--- src/design/assert_macros.svh ---
// assertion macros shared by the lamp controller rtl
`ifndef ASSERT_MACROS_SVH
`define ASSERT_MACROS_SVH

// checked property, masked while reset is high
`define ALUX_ASSERT(lbl, prop, msg) \
   lbl: assert property (@(posedge clock) disable iff (reset) prop) else $error(msg);

// checked property, also evaluated during reset
`define ALUX_ASSERT_RST(lbl, prop, msg) \
   lbl: assert property (@(posedge clock) prop) else $error(msg);

`endif

--- src/design/alux_pkg.sv ---
// shared types and constants for the lamp controller
`timescale 1ns / 1ps

package alux_pkg;

   // field widths
   localparam int LUX_W    = 16;
   localparam int PULSE_W  = 20;
   localparam int TARGET_W = 12;
   localparam int DUTY_W   = 8;
   localparam int THRESH_W = 13;
   localparam int HOLD_W   = 8;
   localparam int COUNT_W  = 16;
   localparam int POWER_W  = 13;
   localparam int CSR_IDX_W  = 3;
   localparam int CSR_DATA_W = 13;

   // calibration: cal = 13351 * lux - 83100, unsigned q.12
   localparam int CAL_W = 30;
   localparam logic [CAL_W-1:0] CAL_GAIN_Q12 = 30'd13351;
   localparam logic [CAL_W-1:0] CAL_OFFS_Q12 = 30'd83100;

   localparam logic [8:0]         DUTY_STEP    = 9'd2;
   localparam logic [COUNT_W-1:0] COUNTER_WRAP = 16'd65500;

   // power = drive * 4800 / max_duty
   localparam int PROD_W = 21;
   localparam logic [POWER_W-1:0] FULL_POWER_CW = 13'd4800;
   localparam int DIV_STEPS = 13;
   localparam int DIV_CNT_W = 4;

   // register indexes
   localparam logic [CSR_IDX_W-1:0] REG_TARGET_LUX    = 3'd0;
   localparam logic [CSR_IDX_W-1:0] REG_MAX_DUTY      = 3'd1;
   localparam logic [CSR_IDX_W-1:0] REG_PIR_THRESHOLD = 3'd2;
   localparam logic [CSR_IDX_W-1:0] REG_MOTION_HOLD   = 3'd3;
   localparam logic [CSR_IDX_W-1:0] REG_START_DUTY    = 3'd4;

   typedef enum logic [2:0] {
      ST_IDLE,
      ST_MUL,
      ST_CAL,
      ST_STEP,
      ST_DIV,
      ST_RESP
   } state_type;

   typedef struct packed {
      logic              start;
      logic [PROD_W-1:0] dividend;
      logic [DUTY_W-1:0] divisor;
   } div_ctrl_type;

   typedef struct packed {
      logic               busy;
      logic               done;
      logic [POWER_W-1:0] quotient;
   } div_stat_type;

endpackage

--- src/design/alux_req_if.sv ---
// request channel: one light or pir event
`timescale 1ns / 1ps

interface alux_req_if;
   logic                         valid;
   logic                         ready;
   logic                         mode;
   logic [alux_pkg::LUX_W-1:0]   lux_reading;
   logic                         sensor_fault;
   logic [alux_pkg::PULSE_W-1:0] pulse_length;
   logic                         link_up;

   modport source (output valid, mode, lux_reading, sensor_fault, pulse_length, link_up,
                   input ready);
   modport sink (input valid, mode, lux_reading, sensor_fault, pulse_length, link_up,
                 output ready);
endinterface

--- src/design/alux_rsp_if.sv ---
// response channel: lamp status after one event
`timescale 1ns / 1ps

interface alux_rsp_if;
   logic                         valid;
   logic                         ready;
   logic [alux_pkg::DUTY_W-1:0]  stored_duty;
   logic [alux_pkg::DUTY_W-1:0]  drive_level;
   logic                         drive_updated;
   logic                         load_on;
   logic [alux_pkg::POWER_W-1:0] power_centiwatts;
   logic                         sensor_reinit;

   modport source (output valid, stored_duty, drive_level, drive_updated, load_on,
                   power_centiwatts, sensor_reinit, input ready);
   modport sink (input valid, stored_duty, drive_level, drive_updated, load_on,
                 power_centiwatts, sensor_reinit, output ready);
endinterface

--- src/design/alux_csr_if.sv ---
// register write channel
`timescale 1ns / 1ps

interface alux_csr_if;
   logic                            valid;
   logic                            ready;
   logic [alux_pkg::CSR_IDX_W-1:0]  index;
   logic [alux_pkg::CSR_DATA_W-1:0] wdata;

   modport source (output valid, index, wdata, input ready);
   modport sink (input valid, index, wdata, output ready);
endinterface

--- src/design/auto_lux_motion_light_controller.sv ---
// top level of the lamp controller: registers, event sequencer and power divider
// per request: capture in idle, then the mul, cal and step states; the power goes
// through the 13-step divider unless it needs no division (lamp off, max_duty zero
// or drive above max_duty), and the response is held until it is taken; a new request
// is accepted only after the previous response has been taken
// reset: synchronous, clears state and loads register defaults (max_duty 255, hold 1)
`timescale 1ns / 1ps
`include "assert_macros.svh"

module auto_lux_motion_light_controller (
   input logic        clock,
   input logic        reset,
   alux_req_if.sink   req_chan,
   alux_rsp_if.source rsp_chan,
   alux_csr_if.sink   csr_chan
);

   // configuration registers
   logic [alux_pkg::TARGET_W-1:0] target_ff;
   logic [alux_pkg::DUTY_W-1:0]   max_duty_ff;
   logic [alux_pkg::THRESH_W-1:0] threshold_ff;
   logic [alux_pkg::HOLD_W-1:0]   hold_ff;
   logic                          csr_write;

   // sequencer
   alux_pkg::state_type state_ff, state_in;

   // controller state
   logic [alux_pkg::DUTY_W-1:0]  duty_ff, duty_in;
   logic [1:0]                   dim_ff, dim_in;
   logic [alux_pkg::COUNT_W-1:0] count_ff, count_in;
   logic [alux_pkg::DUTY_W-1:0]  drive_ff, drive_in;

   // captured request
   logic                         mode_ff, mode_in;
   logic [alux_pkg::LUX_W-1:0]   lux_ff, lux_in;
   logic                         fault_ff, fault_in;
   logic [alux_pkg::PULSE_W-1:0] pulse_ff, pulse_in;
   logic                         link_ff, link_in;

   // intermediate results
   logic [alux_pkg::CAL_W-1:0]   prod_ff, prod_in;
   logic [alux_pkg::CAL_W-1:0]   cal_ff, cal_in;
   logic                         reinit_ff, reinit_in;
   logic                         motion_ff, motion_in;
   logic [alux_pkg::POWER_W-1:0] power_ff, power_in;

   alux_pkg::div_ctrl_type div_ctrl;
   alux_pkg::div_stat_type div_stat;

   // datapath helpers
   logic [alux_pkg::COUNT_W-1:0] count_inc;
   logic [18:0]                  count_x5;
   logic [10:0]                  hold_x6;
   logic                         hold_active;
   logic [8:0]                   duty_up;
   logic [alux_pkg::DUTY_W-1:0]  duty_up_clamp;
   logic [alux_pkg::DUTY_W-1:0]  duty_down;
   logic [alux_pkg::DUTY_W-1:0]  duty_down_clamp;
   logic [1:0]                   dim_next;
   logic [16:0]                  target_x23;
   logic [34:0]                  cal_x20;
   logic                         below_target;
   logic                         above_band;

   assign csr_write = csr_chan.valid && csr_chan.ready;
   assign csr_chan.ready = 1'b1;

   always_ff @(posedge clock) begin
      if (reset) begin
         target_ff    <= '0;
         max_duty_ff  <= 8'd255;
         threshold_ff <= '0;
         hold_ff      <= 8'd1;
      end else if (csr_write) begin
         case (csr_chan.index)
            alux_pkg::REG_TARGET_LUX:
               target_ff <= csr_chan.wdata[alux_pkg::TARGET_W-1:0];
            alux_pkg::REG_MAX_DUTY:
               max_duty_ff <= csr_chan.wdata[alux_pkg::DUTY_W-1:0];
            alux_pkg::REG_PIR_THRESHOLD:
               threshold_ff <= csr_chan.wdata[alux_pkg::THRESH_W-1:0];
            alux_pkg::REG_MOTION_HOLD:
               hold_ff <= csr_chan.wdata[alux_pkg::HOLD_W-1:0];
            default: ;  // start_duty goes straight into duty, other indexes ignored
         endcase
      end
   end

   // hold counter arithmetic; with link up the 1.2 factor is checked exactly as count*5 <= hold*6, else count <= hold
   assign count_inc   = count_ff + 1'b1;
   assign count_x5    = 19'({count_ff, 2'b00}) + 19'(count_ff);
   assign hold_x6     = 11'({hold_ff, 2'b00}) + 11'({hold_ff, 1'b0});
   assign hold_active = link_ff ? (count_x5 <= 19'(hold_x6))
                                : (count_ff <= alux_pkg::COUNT_W'(hold_ff));

   // duty steps, both clamped into 0..max_duty
   assign duty_up         = {1'b0, duty_ff} + alux_pkg::DUTY_STEP;
   assign duty_up_clamp   = (duty_up > {1'b0, max_duty_ff}) ? max_duty_ff
                                                            : duty_up[alux_pkg::DUTY_W-1:0];
   assign duty_down       = duty_ff - alux_pkg::DUTY_STEP[alux_pkg::DUTY_W-1:0];
   assign duty_down_clamp = ({1'b0, duty_ff} < alux_pkg::DUTY_STEP) ? '0 :
                            (duty_down > max_duty_ff) ? max_duty_ff : duty_down;
   assign dim_next        = dim_ff + 1'b1;

   // target compares in q.12: cal < target*4096 and cal*20 >= target*23*4096
   assign target_x23   = 17'(target_ff) * 17'd23;
   assign cal_x20      = 35'({cal_ff, 4'b0000}) + 35'({cal_ff, 2'b00});
   assign below_target = cal_ff < alux_pkg::CAL_W'({target_ff, 12'h000});
   assign above_band   = cal_x20 >= 35'({target_x23, 12'h000});

   always_ff @(posedge clock) begin
      if (reset) begin
         state_ff <= alux_pkg::ST_IDLE;
      end else begin
         state_ff <= state_in;
      end
   end

   always_comb begin
      state_in  = state_ff;
      duty_in   = duty_ff;
      dim_in    = dim_ff;
      count_in  = count_ff;
      drive_in  = drive_ff;
      mode_in   = mode_ff;
      lux_in    = lux_ff;
      fault_in  = fault_ff;
      pulse_in  = pulse_ff;
      link_in   = link_ff;
      prod_in   = prod_ff;
      cal_in    = cal_ff;
      reinit_in = reinit_ff;
      motion_in = motion_ff;
      power_in  = power_ff;
      div_ctrl.start    = 1'b0;
      div_ctrl.dividend = alux_pkg::PROD_W'(drive_ff) * alux_pkg::PROD_W'(alux_pkg::FULL_POWER_CW);
      div_ctrl.divisor  = max_duty_ff;
      req_chan.ready    = 1'b0;
      rsp_chan.valid    = 1'b0;

      // writing start_duty reloads the stored duty
      if (csr_write && csr_chan.index == alux_pkg::REG_START_DUTY) begin
         duty_in = csr_chan.wdata[alux_pkg::DUTY_W-1:0];
      end

      case (state_ff)
         alux_pkg::ST_IDLE: begin
            req_chan.ready = 1'b1;
            if (req_chan.valid) begin
               mode_in   = req_chan.mode;
               lux_in    = req_chan.lux_reading;
               fault_in  = req_chan.sensor_fault;
               pulse_in  = req_chan.pulse_length;
               link_in   = req_chan.link_up;
               reinit_in = 1'b0;
               state_in  = alux_pkg::ST_MUL;
            end
         end
         alux_pkg::ST_MUL: begin
            if (!mode_ff) begin
               // calibration gain
               prod_in = alux_pkg::CAL_W'(lux_ff) * alux_pkg::CAL_GAIN_Q12;
            end else begin
               // advance hold counter, reload past the wrap point
               count_in  = (count_inc >= alux_pkg::COUNTER_WRAP)
                         ? alux_pkg::COUNT_W'(hold_ff) + 1'b1 : count_inc;
               motion_in = pulse_ff > alux_pkg::PULSE_W'(threshold_ff);
            end
            state_in = alux_pkg::ST_CAL;
         end
         alux_pkg::ST_CAL: begin
            if (!mode_ff) begin
               // negative lux or meter error clamps to zero and asks for reinit
               if (prod_ff < alux_pkg::CAL_OFFS_Q12 || fault_ff) begin
                  cal_in    = '0;
                  reinit_in = 1'b1;
               end else begin
                  cal_in = prod_ff - alux_pkg::CAL_OFFS_Q12;
               end
            end else begin
               if (motion_ff || hold_active) begin
                  if (motion_ff) begin
                     count_in = '0;
                  end
                  drive_in = duty_ff;
               end else begin
                  drive_in = '0;
               end
            end
            state_in = alux_pkg::ST_STEP;
         end
         alux_pkg::ST_STEP: begin
            if (!mode_ff) begin
               if (below_target) begin
                  duty_in = duty_up_clamp;
               end else if (above_band) begin
                  // dim only on the second bright sample since the last dim step
                  if (dim_next > 2'd1) begin
                     duty_in = duty_down_clamp;
                     dim_in  = 2'd0;
                  end else begin
                     dim_in = dim_next;
                  end
               end
            end
            // power report from the last applied drive
            if (drive_ff == '0 || max_duty_ff == '0) begin
               power_in = '0;
               state_in = alux_pkg::ST_RESP;
            end else if (drive_ff > max_duty_ff) begin
               power_in = alux_pkg::FULL_POWER_CW;
               state_in = alux_pkg::ST_RESP;
            end else begin
               div_ctrl.start = 1'b1;
               state_in       = alux_pkg::ST_DIV;
            end
         end
         alux_pkg::ST_DIV: begin
            if (div_stat.done) begin
               power_in = div_stat.quotient;
               state_in = alux_pkg::ST_RESP;
            end
         end
         alux_pkg::ST_RESP: begin
            rsp_chan.valid = 1'b1;
            if (rsp_chan.ready) begin
               state_in = alux_pkg::ST_IDLE;
            end
         end
         default: begin
            state_in = alux_pkg::ST_IDLE;
         end
      endcase
   end

   always_ff @(posedge clock) begin
      mode_ff   <= mode_in;
      lux_ff    <= lux_in;
      fault_ff  <= fault_in;
      pulse_ff  <= pulse_in;
      link_ff   <= link_in;
      prod_ff   <= prod_in;
      cal_ff    <= cal_in;
      motion_ff <= motion_in;
      power_ff  <= power_in;
      if (reset) begin
         duty_ff   <= '0;
         dim_ff    <= '0;
         count_ff  <= '0;
         drive_ff  <= '0;
         reinit_ff <= 1'b0;
      end else begin
         duty_ff   <= duty_in;
         dim_ff    <= dim_in;
         count_ff  <= count_in;
         drive_ff  <= drive_in;
         reinit_ff <= reinit_in;
      end
   end

   // divider for the power estimate
   alux_div u_div (
      .clock (clock),
      .reset (reset),
      .ctrl  (div_ctrl),
      .stat  (div_stat)
   );

   // response payload straight from the state registers, held while stalled
   assign rsp_chan.stored_duty      = duty_ff;
   assign rsp_chan.drive_level      = drive_ff;
   assign rsp_chan.drive_updated    = mode_ff;
   assign rsp_chan.load_on          = (drive_ff != '0);
   assign rsp_chan.power_centiwatts = power_ff;
   assign rsp_chan.sensor_reinit    = reinit_ff && !mode_ff;

   `ALUX_ASSERT(a_ready_excludes_rsp, req_chan.ready |-> !rsp_chan.valid, "request taken while response pending")
   `ALUX_ASSERT(a_no_rsp_after_accept, (req_chan.valid && req_chan.ready) |=> !rsp_chan.valid, "response right after request accept")
   `ALUX_ASSERT(a_div_done_in_div, div_stat.done |-> (state_ff == alux_pkg::ST_DIV), "divider finished outside divide state")
   `ALUX_ASSERT(a_power_in_range, rsp_chan.valid |-> (rsp_chan.power_centiwatts <= alux_pkg::FULL_POWER_CW), "power estimate above full scale")
   `ALUX_ASSERT_RST(a_reset_clears, reset |=> (!rsp_chan.valid && !div_stat.busy), "response or divider active after reset")

endmodule

--- src/design/alux_div.sv ---
// iterative restoring divider, one quotient bit per cycle
`timescale 1ns / 1ps

module alux_div (
   input  logic                   clock,
   input  logic                   reset,
   input  alux_pkg::div_ctrl_type ctrl,
   output alux_pkg::div_stat_type stat
);

   logic [alux_pkg::DUTY_W-1:0]    rem_ff, rem_in;
   logic [alux_pkg::POWER_W-1:0]   quo_ff, quo_in;
   logic [alux_pkg::DUTY_W-1:0]    dsr_ff, dsr_in;
   logic [alux_pkg::DIV_CNT_W-1:0] cnt_ff, cnt_in;
   logic                           busy_ff, busy_in;
   logic                           done_ff, done_in;
   logic [alux_pkg::DUTY_W:0]      trial;

   always_comb begin
      rem_in  = rem_ff;
      quo_in  = quo_ff;
      dsr_in  = dsr_ff;
      cnt_in  = cnt_ff;
      busy_in = busy_ff;
      done_in = 1'b0;
      trial   = {rem_ff, quo_ff[alux_pkg::POWER_W-1]};
      if (ctrl.start) begin
         // quotient fits 13 bits, so the top dividend bits are already below the divisor
         rem_in  = ctrl.dividend[alux_pkg::PROD_W-1:alux_pkg::POWER_W];
         quo_in  = ctrl.dividend[alux_pkg::POWER_W-1:0];
         dsr_in  = ctrl.divisor;
         cnt_in  = '0;
         busy_in = 1'b1;
      end else if (busy_ff) begin
         if (trial >= {1'b0, dsr_ff}) begin
            rem_in = alux_pkg::DUTY_W'(trial - {1'b0, dsr_ff});
            quo_in = {quo_ff[alux_pkg::POWER_W-2:0], 1'b1};
         end else begin
            rem_in = trial[alux_pkg::DUTY_W-1:0];
            quo_in = {quo_ff[alux_pkg::POWER_W-2:0], 1'b0};
         end
         cnt_in = cnt_ff + 1'b1;
         if (cnt_ff == alux_pkg::DIV_CNT_W'(alux_pkg::DIV_STEPS - 1)) begin
            busy_in = 1'b0;
            done_in = 1'b1;
         end
      end
   end

   always_ff @(posedge clock) begin
      rem_ff <= rem_in;
      quo_ff <= quo_in;
      dsr_ff <= dsr_in;
      if (reset) begin
         cnt_ff  <= '0;
         busy_ff <= 1'b0;
         done_ff <= 1'b0;
      end else begin
         cnt_ff  <= cnt_in;
         busy_ff <= busy_in;
         done_ff <= done_in;
      end
   end

   assign stat.busy     = busy_ff;
   assign stat.done     = done_ff;
   assign stat.quotient = quo_ff;

endmodule
--- src/flat_wrapper.sv ---
// flat-port wrapper written by rule: the top's interface ports become plain ports
module auto_lux_motion_light_controller_flat 
  (clock, reset, req_chan_valid, req_chan_mode, req_chan_lux_reading, req_chan_sensor_fault, req_chan_pulse_length, req_chan_link_up, req_chan_ready, rsp_chan_valid, rsp_chan_stored_duty, rsp_chan_drive_level, rsp_chan_drive_updated, rsp_chan_load_on, rsp_chan_power_centiwatts, rsp_chan_sensor_reinit, rsp_chan_ready, csr_chan_valid, csr_chan_index, csr_chan_wdata, csr_chan_ready);
  alux_req_if req_chan_i ();
  alux_rsp_if rsp_chan_i ();
  alux_csr_if csr_chan_i ();
  input logic clock;
  input logic reset;
  input wire logic [$bits(req_chan_i.valid)-1:0] req_chan_valid;
  input wire logic [$bits(req_chan_i.mode)-1:0] req_chan_mode;
  input wire logic [$bits(req_chan_i.lux_reading)-1:0] req_chan_lux_reading;
  input wire logic [$bits(req_chan_i.sensor_fault)-1:0] req_chan_sensor_fault;
  input wire logic [$bits(req_chan_i.pulse_length)-1:0] req_chan_pulse_length;
  input wire logic [$bits(req_chan_i.link_up)-1:0] req_chan_link_up;
  output wire logic [$bits(req_chan_i.ready)-1:0] req_chan_ready;
  output wire logic [$bits(rsp_chan_i.valid)-1:0] rsp_chan_valid;
  output wire logic [$bits(rsp_chan_i.stored_duty)-1:0] rsp_chan_stored_duty;
  output wire logic [$bits(rsp_chan_i.drive_level)-1:0] rsp_chan_drive_level;
  output wire logic [$bits(rsp_chan_i.drive_updated)-1:0] rsp_chan_drive_updated;
  output wire logic [$bits(rsp_chan_i.load_on)-1:0] rsp_chan_load_on;
  output wire logic [$bits(rsp_chan_i.power_centiwatts)-1:0] rsp_chan_power_centiwatts;
  output wire logic [$bits(rsp_chan_i.sensor_reinit)-1:0] rsp_chan_sensor_reinit;
  input wire logic [$bits(rsp_chan_i.ready)-1:0] rsp_chan_ready;
  input wire logic [$bits(csr_chan_i.valid)-1:0] csr_chan_valid;
  input wire logic [$bits(csr_chan_i.index)-1:0] csr_chan_index;
  input wire logic [$bits(csr_chan_i.wdata)-1:0] csr_chan_wdata;
  output wire logic [$bits(csr_chan_i.ready)-1:0] csr_chan_ready;
  assign req_chan_i.valid = req_chan_valid;
  assign req_chan_i.mode = req_chan_mode;
  assign req_chan_i.lux_reading = req_chan_lux_reading;
  assign req_chan_i.sensor_fault = req_chan_sensor_fault;
  assign req_chan_i.pulse_length = req_chan_pulse_length;
  assign req_chan_i.link_up = req_chan_link_up;
  assign req_chan_ready = req_chan_i.ready;
  assign rsp_chan_valid = rsp_chan_i.valid;
  assign rsp_chan_stored_duty = rsp_chan_i.stored_duty;
  assign rsp_chan_drive_level = rsp_chan_i.drive_level;
  assign rsp_chan_drive_updated = rsp_chan_i.drive_updated;
  assign rsp_chan_load_on = rsp_chan_i.load_on;
  assign rsp_chan_power_centiwatts = rsp_chan_i.power_centiwatts;
  assign rsp_chan_sensor_reinit = rsp_chan_i.sensor_reinit;
  assign rsp_chan_i.ready = rsp_chan_ready;
  assign csr_chan_i.valid = csr_chan_valid;
  assign csr_chan_i.index = csr_chan_index;
  assign csr_chan_i.wdata = csr_chan_wdata;
  assign csr_chan_ready = csr_chan_i.ready;
  auto_lux_motion_light_controller u_core (.clock(clock), .reset(reset), .req_chan(req_chan_i), .rsp_chan(rsp_chan_i), .csr_chan(csr_chan_i));
endmodule
--- config.mk ---
export PLATFORM = sky130hd
export DESIGN_NAME = auto_lux_motion_light_controller_flat
export DESIGN_NICKNAME = d
export VERILOG_FILES = /design/src/design/alux_pkg.sv /design/src/design/alux_req_if.sv /design/src/design/alux_rsp_if.sv /design/src/design/alux_csr_if.sv /design/src/design/auto_lux_motion_light_controller.sv /design/src/design/alux_div.sv /design/src/flat_wrapper.sv
export VERILOG_INCLUDE_DIRS = /design/src /design/src/design
export SDC_FILE = /design/constraint.sdc
export NUM_CORES = 1
export LEC_CHECK = 0
export ABC_CLOCK_PERIOD_IN_PS = 10300
export BUFFER_PORTS_ARGS = -buffer_cell sky130_fd_sc_hd__buf_2
export CAP_MARGIN = 40
export CORE_MARGIN = 3
export CORE_UTILIZATION = 40
export DETAILED_ROUTE_END_ITERATION = 7
export GPL_ROUTABILITY_DRIVEN = 1
export GPL_TIMING_DRIVEN = 0
export SYNTH_ARGS = -nofsm -noshare
export SYNTH_HDL_FRONTEND = slang
export SYNTH_SLANG_ARGS = --single-unit
--- constraint.sdc ---
create_clock -name clock -period 10.3 [get_ports clock]
set_clock_uncertainty 0.1 [all_clocks]
set_input_delay 1.545 -clock clock [delete_from_list [all_inputs] [get_ports clock]]
set_output_delay 1.545 -clock clock [all_outputs]
set_load 0.005 [all_outputs]
=== Word level (Yosys, flattened, before mapping) ===
Index checks and enable logic that the tools add are counted.

* Flip-flop bits (word level): 227
* Latch bits: 0
* Bits in writable memories: 0
* Bits in read-only memories: 0
* Output and inout bits: 35
* Logic and storage cells: 154
* Memories: 0

* Add/sub/neg operators: 11
* Multiply operators: 3
* Div/mod/pow operators: 0
* $lt $le $gt $ge: 13
* Equality and inequality tests: 20
* Shift operators: 0
* Mux-type cells: 47
* Bitwise operators: 3
* Reductions and logical operators: 31

{| class="wikitable"
|+ Operators by type and width
! cell !! count
|-
| $mux W8 || 13
|-
| $mux W16 || 5
|-
| $mux W13 || 5
|-
| $add A34 B32 Y35 || 1
|-
| $ge A35 B29 Y1 || 1
|-
| $pmux W16 S2 || 1
|-
| $lt A30 B17 Y1 const B || 1
|-
| $lt A30 B24 Y1 || 1
|-
| $mul A16 B14 Y30 const B || 1
|-
| $sub A30 B17 Y30 const B || 1
|-
| $pmux W13 S2 || 1
|-
| $gt A20 B13 Y1 || 1
|-
| $add A18 B16 Y19 || 1
|-
| $le A19 B11 Y1 || 1
|-
| $pmux W3 S6 || 1
|-
| $reduce_and A2 Y1 || 9
|-
| $mul A12 B5 Y17 const B || 1
|-
| $add A16 B1 Y16 const B || 1
|-
| $ge A16 B16 Y1 const B || 1
|-
| $gt A8 B8 Y1 || 2
|-
| $le A16 B8 Y1 || 1
|-
| $logic_not A8 Y1 || 2
|-
| $mul A8 B7 Y15 const B || 1
|-
| $mux W1 || 15
|-
| other kinds (33) || 60
|}

=== Longest topological paths before layout ===
* Word-level depth: 9
* Depth in mapped cells: 28

=== Hierarchy ===
Synthesis repeated with hierarchy kept, for this count alone.

* Cell total of the unflattened synthesis: 2182
* Area, all modules: 20519.7 um2

{| class="wikitable"
|+ Modules (own cells, without submodules)
! module !! times used !! cells each !! area each (um2) !! sequential area each (um2)
|-
| auto_lux_motion_light_controller || 1 || 2025 || 18627.9 || 4974.8
|-
| alux_div || 1 || 157 || 1891.8 || 991.0
|}

=== Least setup slack after synthesis ===
OpenSTA, ideal clock, no wires.

* Path kind: register -> register
* Start: register u_core.lux_ff[2] in the netlist's numbering
* End: register u_core.prod_ff[29] in the netlist's numbering, data pin
* Arrival time: 5.490 ns
* Setup slack: 4.451 ns
* Stages on the path, launching flop included: 20
* Path buffers: 0
* Path through: edfxtp_1 > ha_1 > inv_1 > fa_1 > inv_1 > fa_1 > fa_1 > fa_1 > fa_1 > ha_1 > and4_1 > and2_1 > a221o_1 > a22o_1 > o41ai_1 > a21oi_1 > nand4_1 > nand4b_1 > a21oi_1 > xnor2_1

* Longest elaborated chain between the ends: 1

{| class="wikitable"
|+ Ends and longest elaborated chain
! element !! line !! text
|-
| from (decl) || auto_lux_motion_light_controller.sv:36 || <nowiki>logic [alux_pkg::LUX_W-1:0] lux_ff, lux_in;</nowiki>
|-
| from (signal assigned) || auto_lux_motion_light_controller.sv:239 || <nowiki>lux_ff <= lux_in;</nowiki>
|-
| $mul A16 B14 Y30 || auto_lux_motion_light_controller.sv:163 || <nowiki>prod_in = alux_pkg::CAL_W'(lux_ff) * alux_pkg::CAL_GAIN_Q12;</nowiki>
|-
| to (signal assigned) || auto_lux_motion_light_controller.sv:243 || <nowiki>prod_ff <= prod_in;</nowiki>
|-
| to (decl) || auto_lux_motion_light_controller.sv:42 || <nowiki>logic [alux_pkg::CAL_W-1:0] prod_ff, prod_in;</nowiki>
|}

Every way passes these cells.
A chain may end at the register's enable or synchronous reset.

=== Worst setup path after layout ===
* Start: register u_core.target_ff[2] in the netlist's numbering
* End: register u_core.duty_ff, in the netlist u_core.rsp_chan.stored_duty[2]

* Longest elaborated chain between the ends: 6
* Elaborated cells between the ends (all ways): 7
* Classes of those cells: 1 x mul; 2 x order compare; 4 x mux

{| class="wikitable"
|+ Ends and longest elaborated chain
! element !! line !! text
|-
| from (decl) || auto_lux_motion_light_controller.sv:19 || <nowiki>logic [alux_pkg::TARGET_W-1:0] target_ff;</nowiki>
|-
| from (signal assigned) || auto_lux_motion_light_controller.sv:78 || <nowiki>target_ff <= csr_chan.wdata[alux_pkg::TARGET_W-1:0];</nowiki>
|-
| $mul A12 B5 Y17 || auto_lux_motion_light_controller.sv:107 || <nowiki>assign target_x23 = 17'(target_ff) * 17'd23;</nowiki>
|-
| $ge A35 B29 Y1 || auto_lux_motion_light_controller.sv:110 || <nowiki>assign above_band = cal_x20 >= 35'({target_x23, 12'h000});</nowiki>
|-
| $mux W8 || auto_lux_motion_light_controller.sv:197 || <nowiki>end else if (above_band) begin</nowiki>
|-
| $mux W8 * || auto_lux_motion_light_controller.sv:195 || <nowiki>if (below_target) begin</nowiki>
|-
| $mux W8 * || auto_lux_motion_light_controller.sv:194 || <nowiki>if (!mode_ff) begin</nowiki>
|-
| $mux W8 * || auto_lux_motion_light_controller.sv:147 || <nowiki>case (state_ff)</nowiki>
|-
| to (signal assigned) || auto_lux_motion_light_controller.sv:254 || <nowiki>duty_ff <= duty_in;</nowiki>
|-
| to (decl) || auto_lux_motion_light_controller.sv:29 || <nowiki>logic [alux_pkg::DUTY_W-1:0] duty_ff, duty_in;</nowiki>
|}

Mark *: on every way between the ends. The rest lies on a longest branch, timed or not.

==> results_dict.tcl <==
set metrics [dict create \
    status "finished clean" \
    synth_area_sq_um 20500 \
    antenna_found_initial 1 \
    cts_buffers 28 \
    drt-initial-drc-count 884 \
    crit_family "simple AND/OR/NAND/NOR gates" \
    synth_seq_area_share_pct 28.9 \
    start_kind "flop" \
    synth_top_cell_by_area "ha_1" \
    path_max_fanout 10 \
    port_buffers 92 \
    cts_hold_buf 0 \
    grt_max_degree 39 \
    slew_headroom_pct 41.1 \
    grt_use_met1_pct 25.9 \
    layout.nets 2814 \
    synth_fp_nets 2683 \
    cts.sinks 227 \
    critPathSlowestCell "fa_1" \
    cts_resized 0 \
    power.density_nw_per_um2 276 \
    worstSetupPathType "reg2reg" \
    required_ps 10590 \
    die_h_microns 232 \
    syn_inst 2208 \
    grtUsageTotal_pct 18.6 \
    via_per_inst 5.29 \
    h-tree-depth 1 \
    dp.cells 2981 \
    post-route-drc-count 0 \
    yosys-top-cells-area "ha_1, edfxtp_1, dfxtp_1" \
    yosys_most_used_dff "edfxtp_1" \
    rows 82 \
    ys_types 90 \
    wl_per_cell_microns 16.5 \
    fp.dieArea_sq_um 53900 \
    ant_nets 0 \
    peakVddDrop_mv 0.391 \
    fillers 4827 \
    synth-async-reset-ratio_pct 0 \
    slowest_delay_ps 490 \
    post_synth.cell_area_avg_sq_um 9.26 \
    fin_cells 3033 \
    cts_tree "yes" \
    yosysWarnings 0 \
    min_period_ps 6790 \
    fin_tns_setup_ps 0 \
    fp.coreArea_sq_um 50400 \
    clockBufferDepth 3 \
    p_leak_uw 0.0103 \
    hold_class "reg2reg" \
    die_w_microns 232 \
    use_met3_pct 1.99 \
    top_usage_layer "met2" \
    routed_wl_microns 50200 \
    path_clk_slew_ps 60 \
    gr-usage-met2_pct 30.9 \
    drv_slew 0 \
    overflow 0 \
    regArea_sq_um 5910 \
    cp-end-kind "flop" \
    area_growth_pct 11.4 \
    num_vias 16035 \
    setup_viol 0 \
    synth-edff-count 136 \
    cts_setup_buffers 0 \
    worstSkewPairLatency_ps 560 \
    synth_top_area_share_pct 20.4 \
    grt_pass1_wl_microns 82100 \
    initial_core_util_pct 40.6 \
    layout-drive-gt1-share_pct 8.56 \
    hold_viol 0 \
    antennaDiodeCount 0 \
    io_pins 95 \
    dr.pass1.iters 5 \
    max_freq_mhz 147 \
    timing.final.crit_share_pct 66.0 \
    ys_ff_latch 227 \
    gp_congestion 0.914 \
    path_buf_inv 3 \
    hpwl_microns 40400 \
    grt_pass1_vias 15989 \
    clockRootBuffer "clkbuf_16" \
    rsz0062_at_grt "false" \
    multi_input_area_sq_um 13300 \
    max_slew.worst_pin.slew_ps 871 \
    arrival_ps 7080 \
    drv_cap 0 \
]
-- stage by stage --
step,cell area [sq um],hold WS [ps],utilization [%],setup slack (ps),power [uW]
floorplan,20500,320,-,4450,4380
global placement,21800,329,43.2,3530,5190
detailed placement,21900,334,43.4,3490,5250
CTS,22800,359,45.3,3440,6310
global route,22800,382,45.3,2830,6930
finish,22800,357,45.3,3510,6280
-- path summary, 6_finish.rpt --
kind / start / slack (ps) / endpoint / cells after the start
max: u_core.target_ff[2] / 3510 / u_core.rsp_chan.stored_duty[2] / 26
max reg2reg: u_core.target_ff[2] / 3510 / u_core.rsp_chan.stored_duty[2] / 26
min reg2reg: u_core.dim_ff[1] / 360 / u_core.dim_ff[1] / 2
min: u_core.dim_ff[1] / 360 / u_core.dim_ff[1] / 2
-- cell families after synthesis --
logic type	count (synthesis)	share of synthesized area, %
multiplexers	37	1.85
flip-flops	227	28.9
adder cells (fa/ha/maj)	415	28.4
buffers and inverters	337	6.45
XOR/XNOR	127	5.44
AND/OR/NAND/NOR	593	14.1
other	1	0.0183
AO/OA/AOI/OAI	471	15.0
-- layer usage --
layer / routed length (microns) / up-vias / part of all wire, %
met5: 7 / - / 0.014
met4: 1150 / 2 / 2.3
met3: 2020 / 65 / 4.0
met2: 22900 / 308 / 46
met1: 24000 / 7615 / 48
li1: - / 8045 / -
-- placed cells by master, fill, tap and decap left out, types with 43 or more instances in the layout --
cell type,Yosys,routed
a21o_1,51,51
a21oi_1,152,152
buf_2,3,98
dfxtp_1,91,91
edfxtp_1,136,136
fa_1,81,81
ha_1,334,334
inv_1,285,285
nand2_1,192,192
nand3_1,47,47
nor2_1,138,137
nor3_1,48,48
o21ai_0,85,85
xnor2_1,84,84
xor2_1,43,43
-- cell type report --
| cell class | instances | share of cell area (%) |
|---|---|---|
| buffer | 52 | 1.09 |
| clock buffer | 35 | 3.33 |
| clock inverter | 17 | 0.818 |
| inverter | 285 | 4.69 |
| multi-input combinational | 1644 | 58.1 |
| sequential | 227 | 25.9 |
| tap | 672 | 3.69 |
| timing repair buffer | 101 | 2.34 |
-- state kept, by name (all words and copies together), names as in the netlist, 12 cells and up --
name	count
u_core.cal_ff	30
u_core.count_ff	16
u_core.lux_ff	16
u_core.prod_ff	30
u_core.pulse_ff	20
u_core.rsp_chan.power_centiwatts	13
u_core.target_ff	12
u_core.threshold_ff	13
u_core.u_div.quo_ff	13
-- where the power goes --
| part | switching, uW | leakage (uW) | internal, uW | total [uW] |
|---|---|---|---|---|
| clock | 398 | 0.000450 | 600 | 998 |
| sequential | 110 | 0.00199 | 1310 | 1420 |
| combinational | 2150 | 0.00783 | 1700 | 3860 |
-- Yosys cell counts, types with 13 or more instances --
master      n
ha_1      334
inv_1     285
nand2_1   192
a21oi_1   152
nor2_1    138
edfxtp_1  136
dfxtp_1    91
o21ai_0    85
xnor2_1    84
fa_1       81
a21o_1     51
nor3_1     48
nand3_1    47
xor2_1     43
clkbuf_1   36
mux2i_1    31
nand4_1    26
o21a_1     21
nor2b_1    20
o21bai_1   20
and2_1     19
nand2b_1   16
o211ai_1   16
a211oi_1   14
and3_1     14
nor4_1     13
-- worst reg2reg max path, delay by kind of cell (launching register included) --
family / cells / cell delay (ps)
compound gates: 11 / 1900
buf+inv: 3 / 300
fa+ha+maj: 5 / 1720
flops: 1 / 460
simple gates: 7 / 2170
Note: power is estimated with default switching activity, not from simulation.
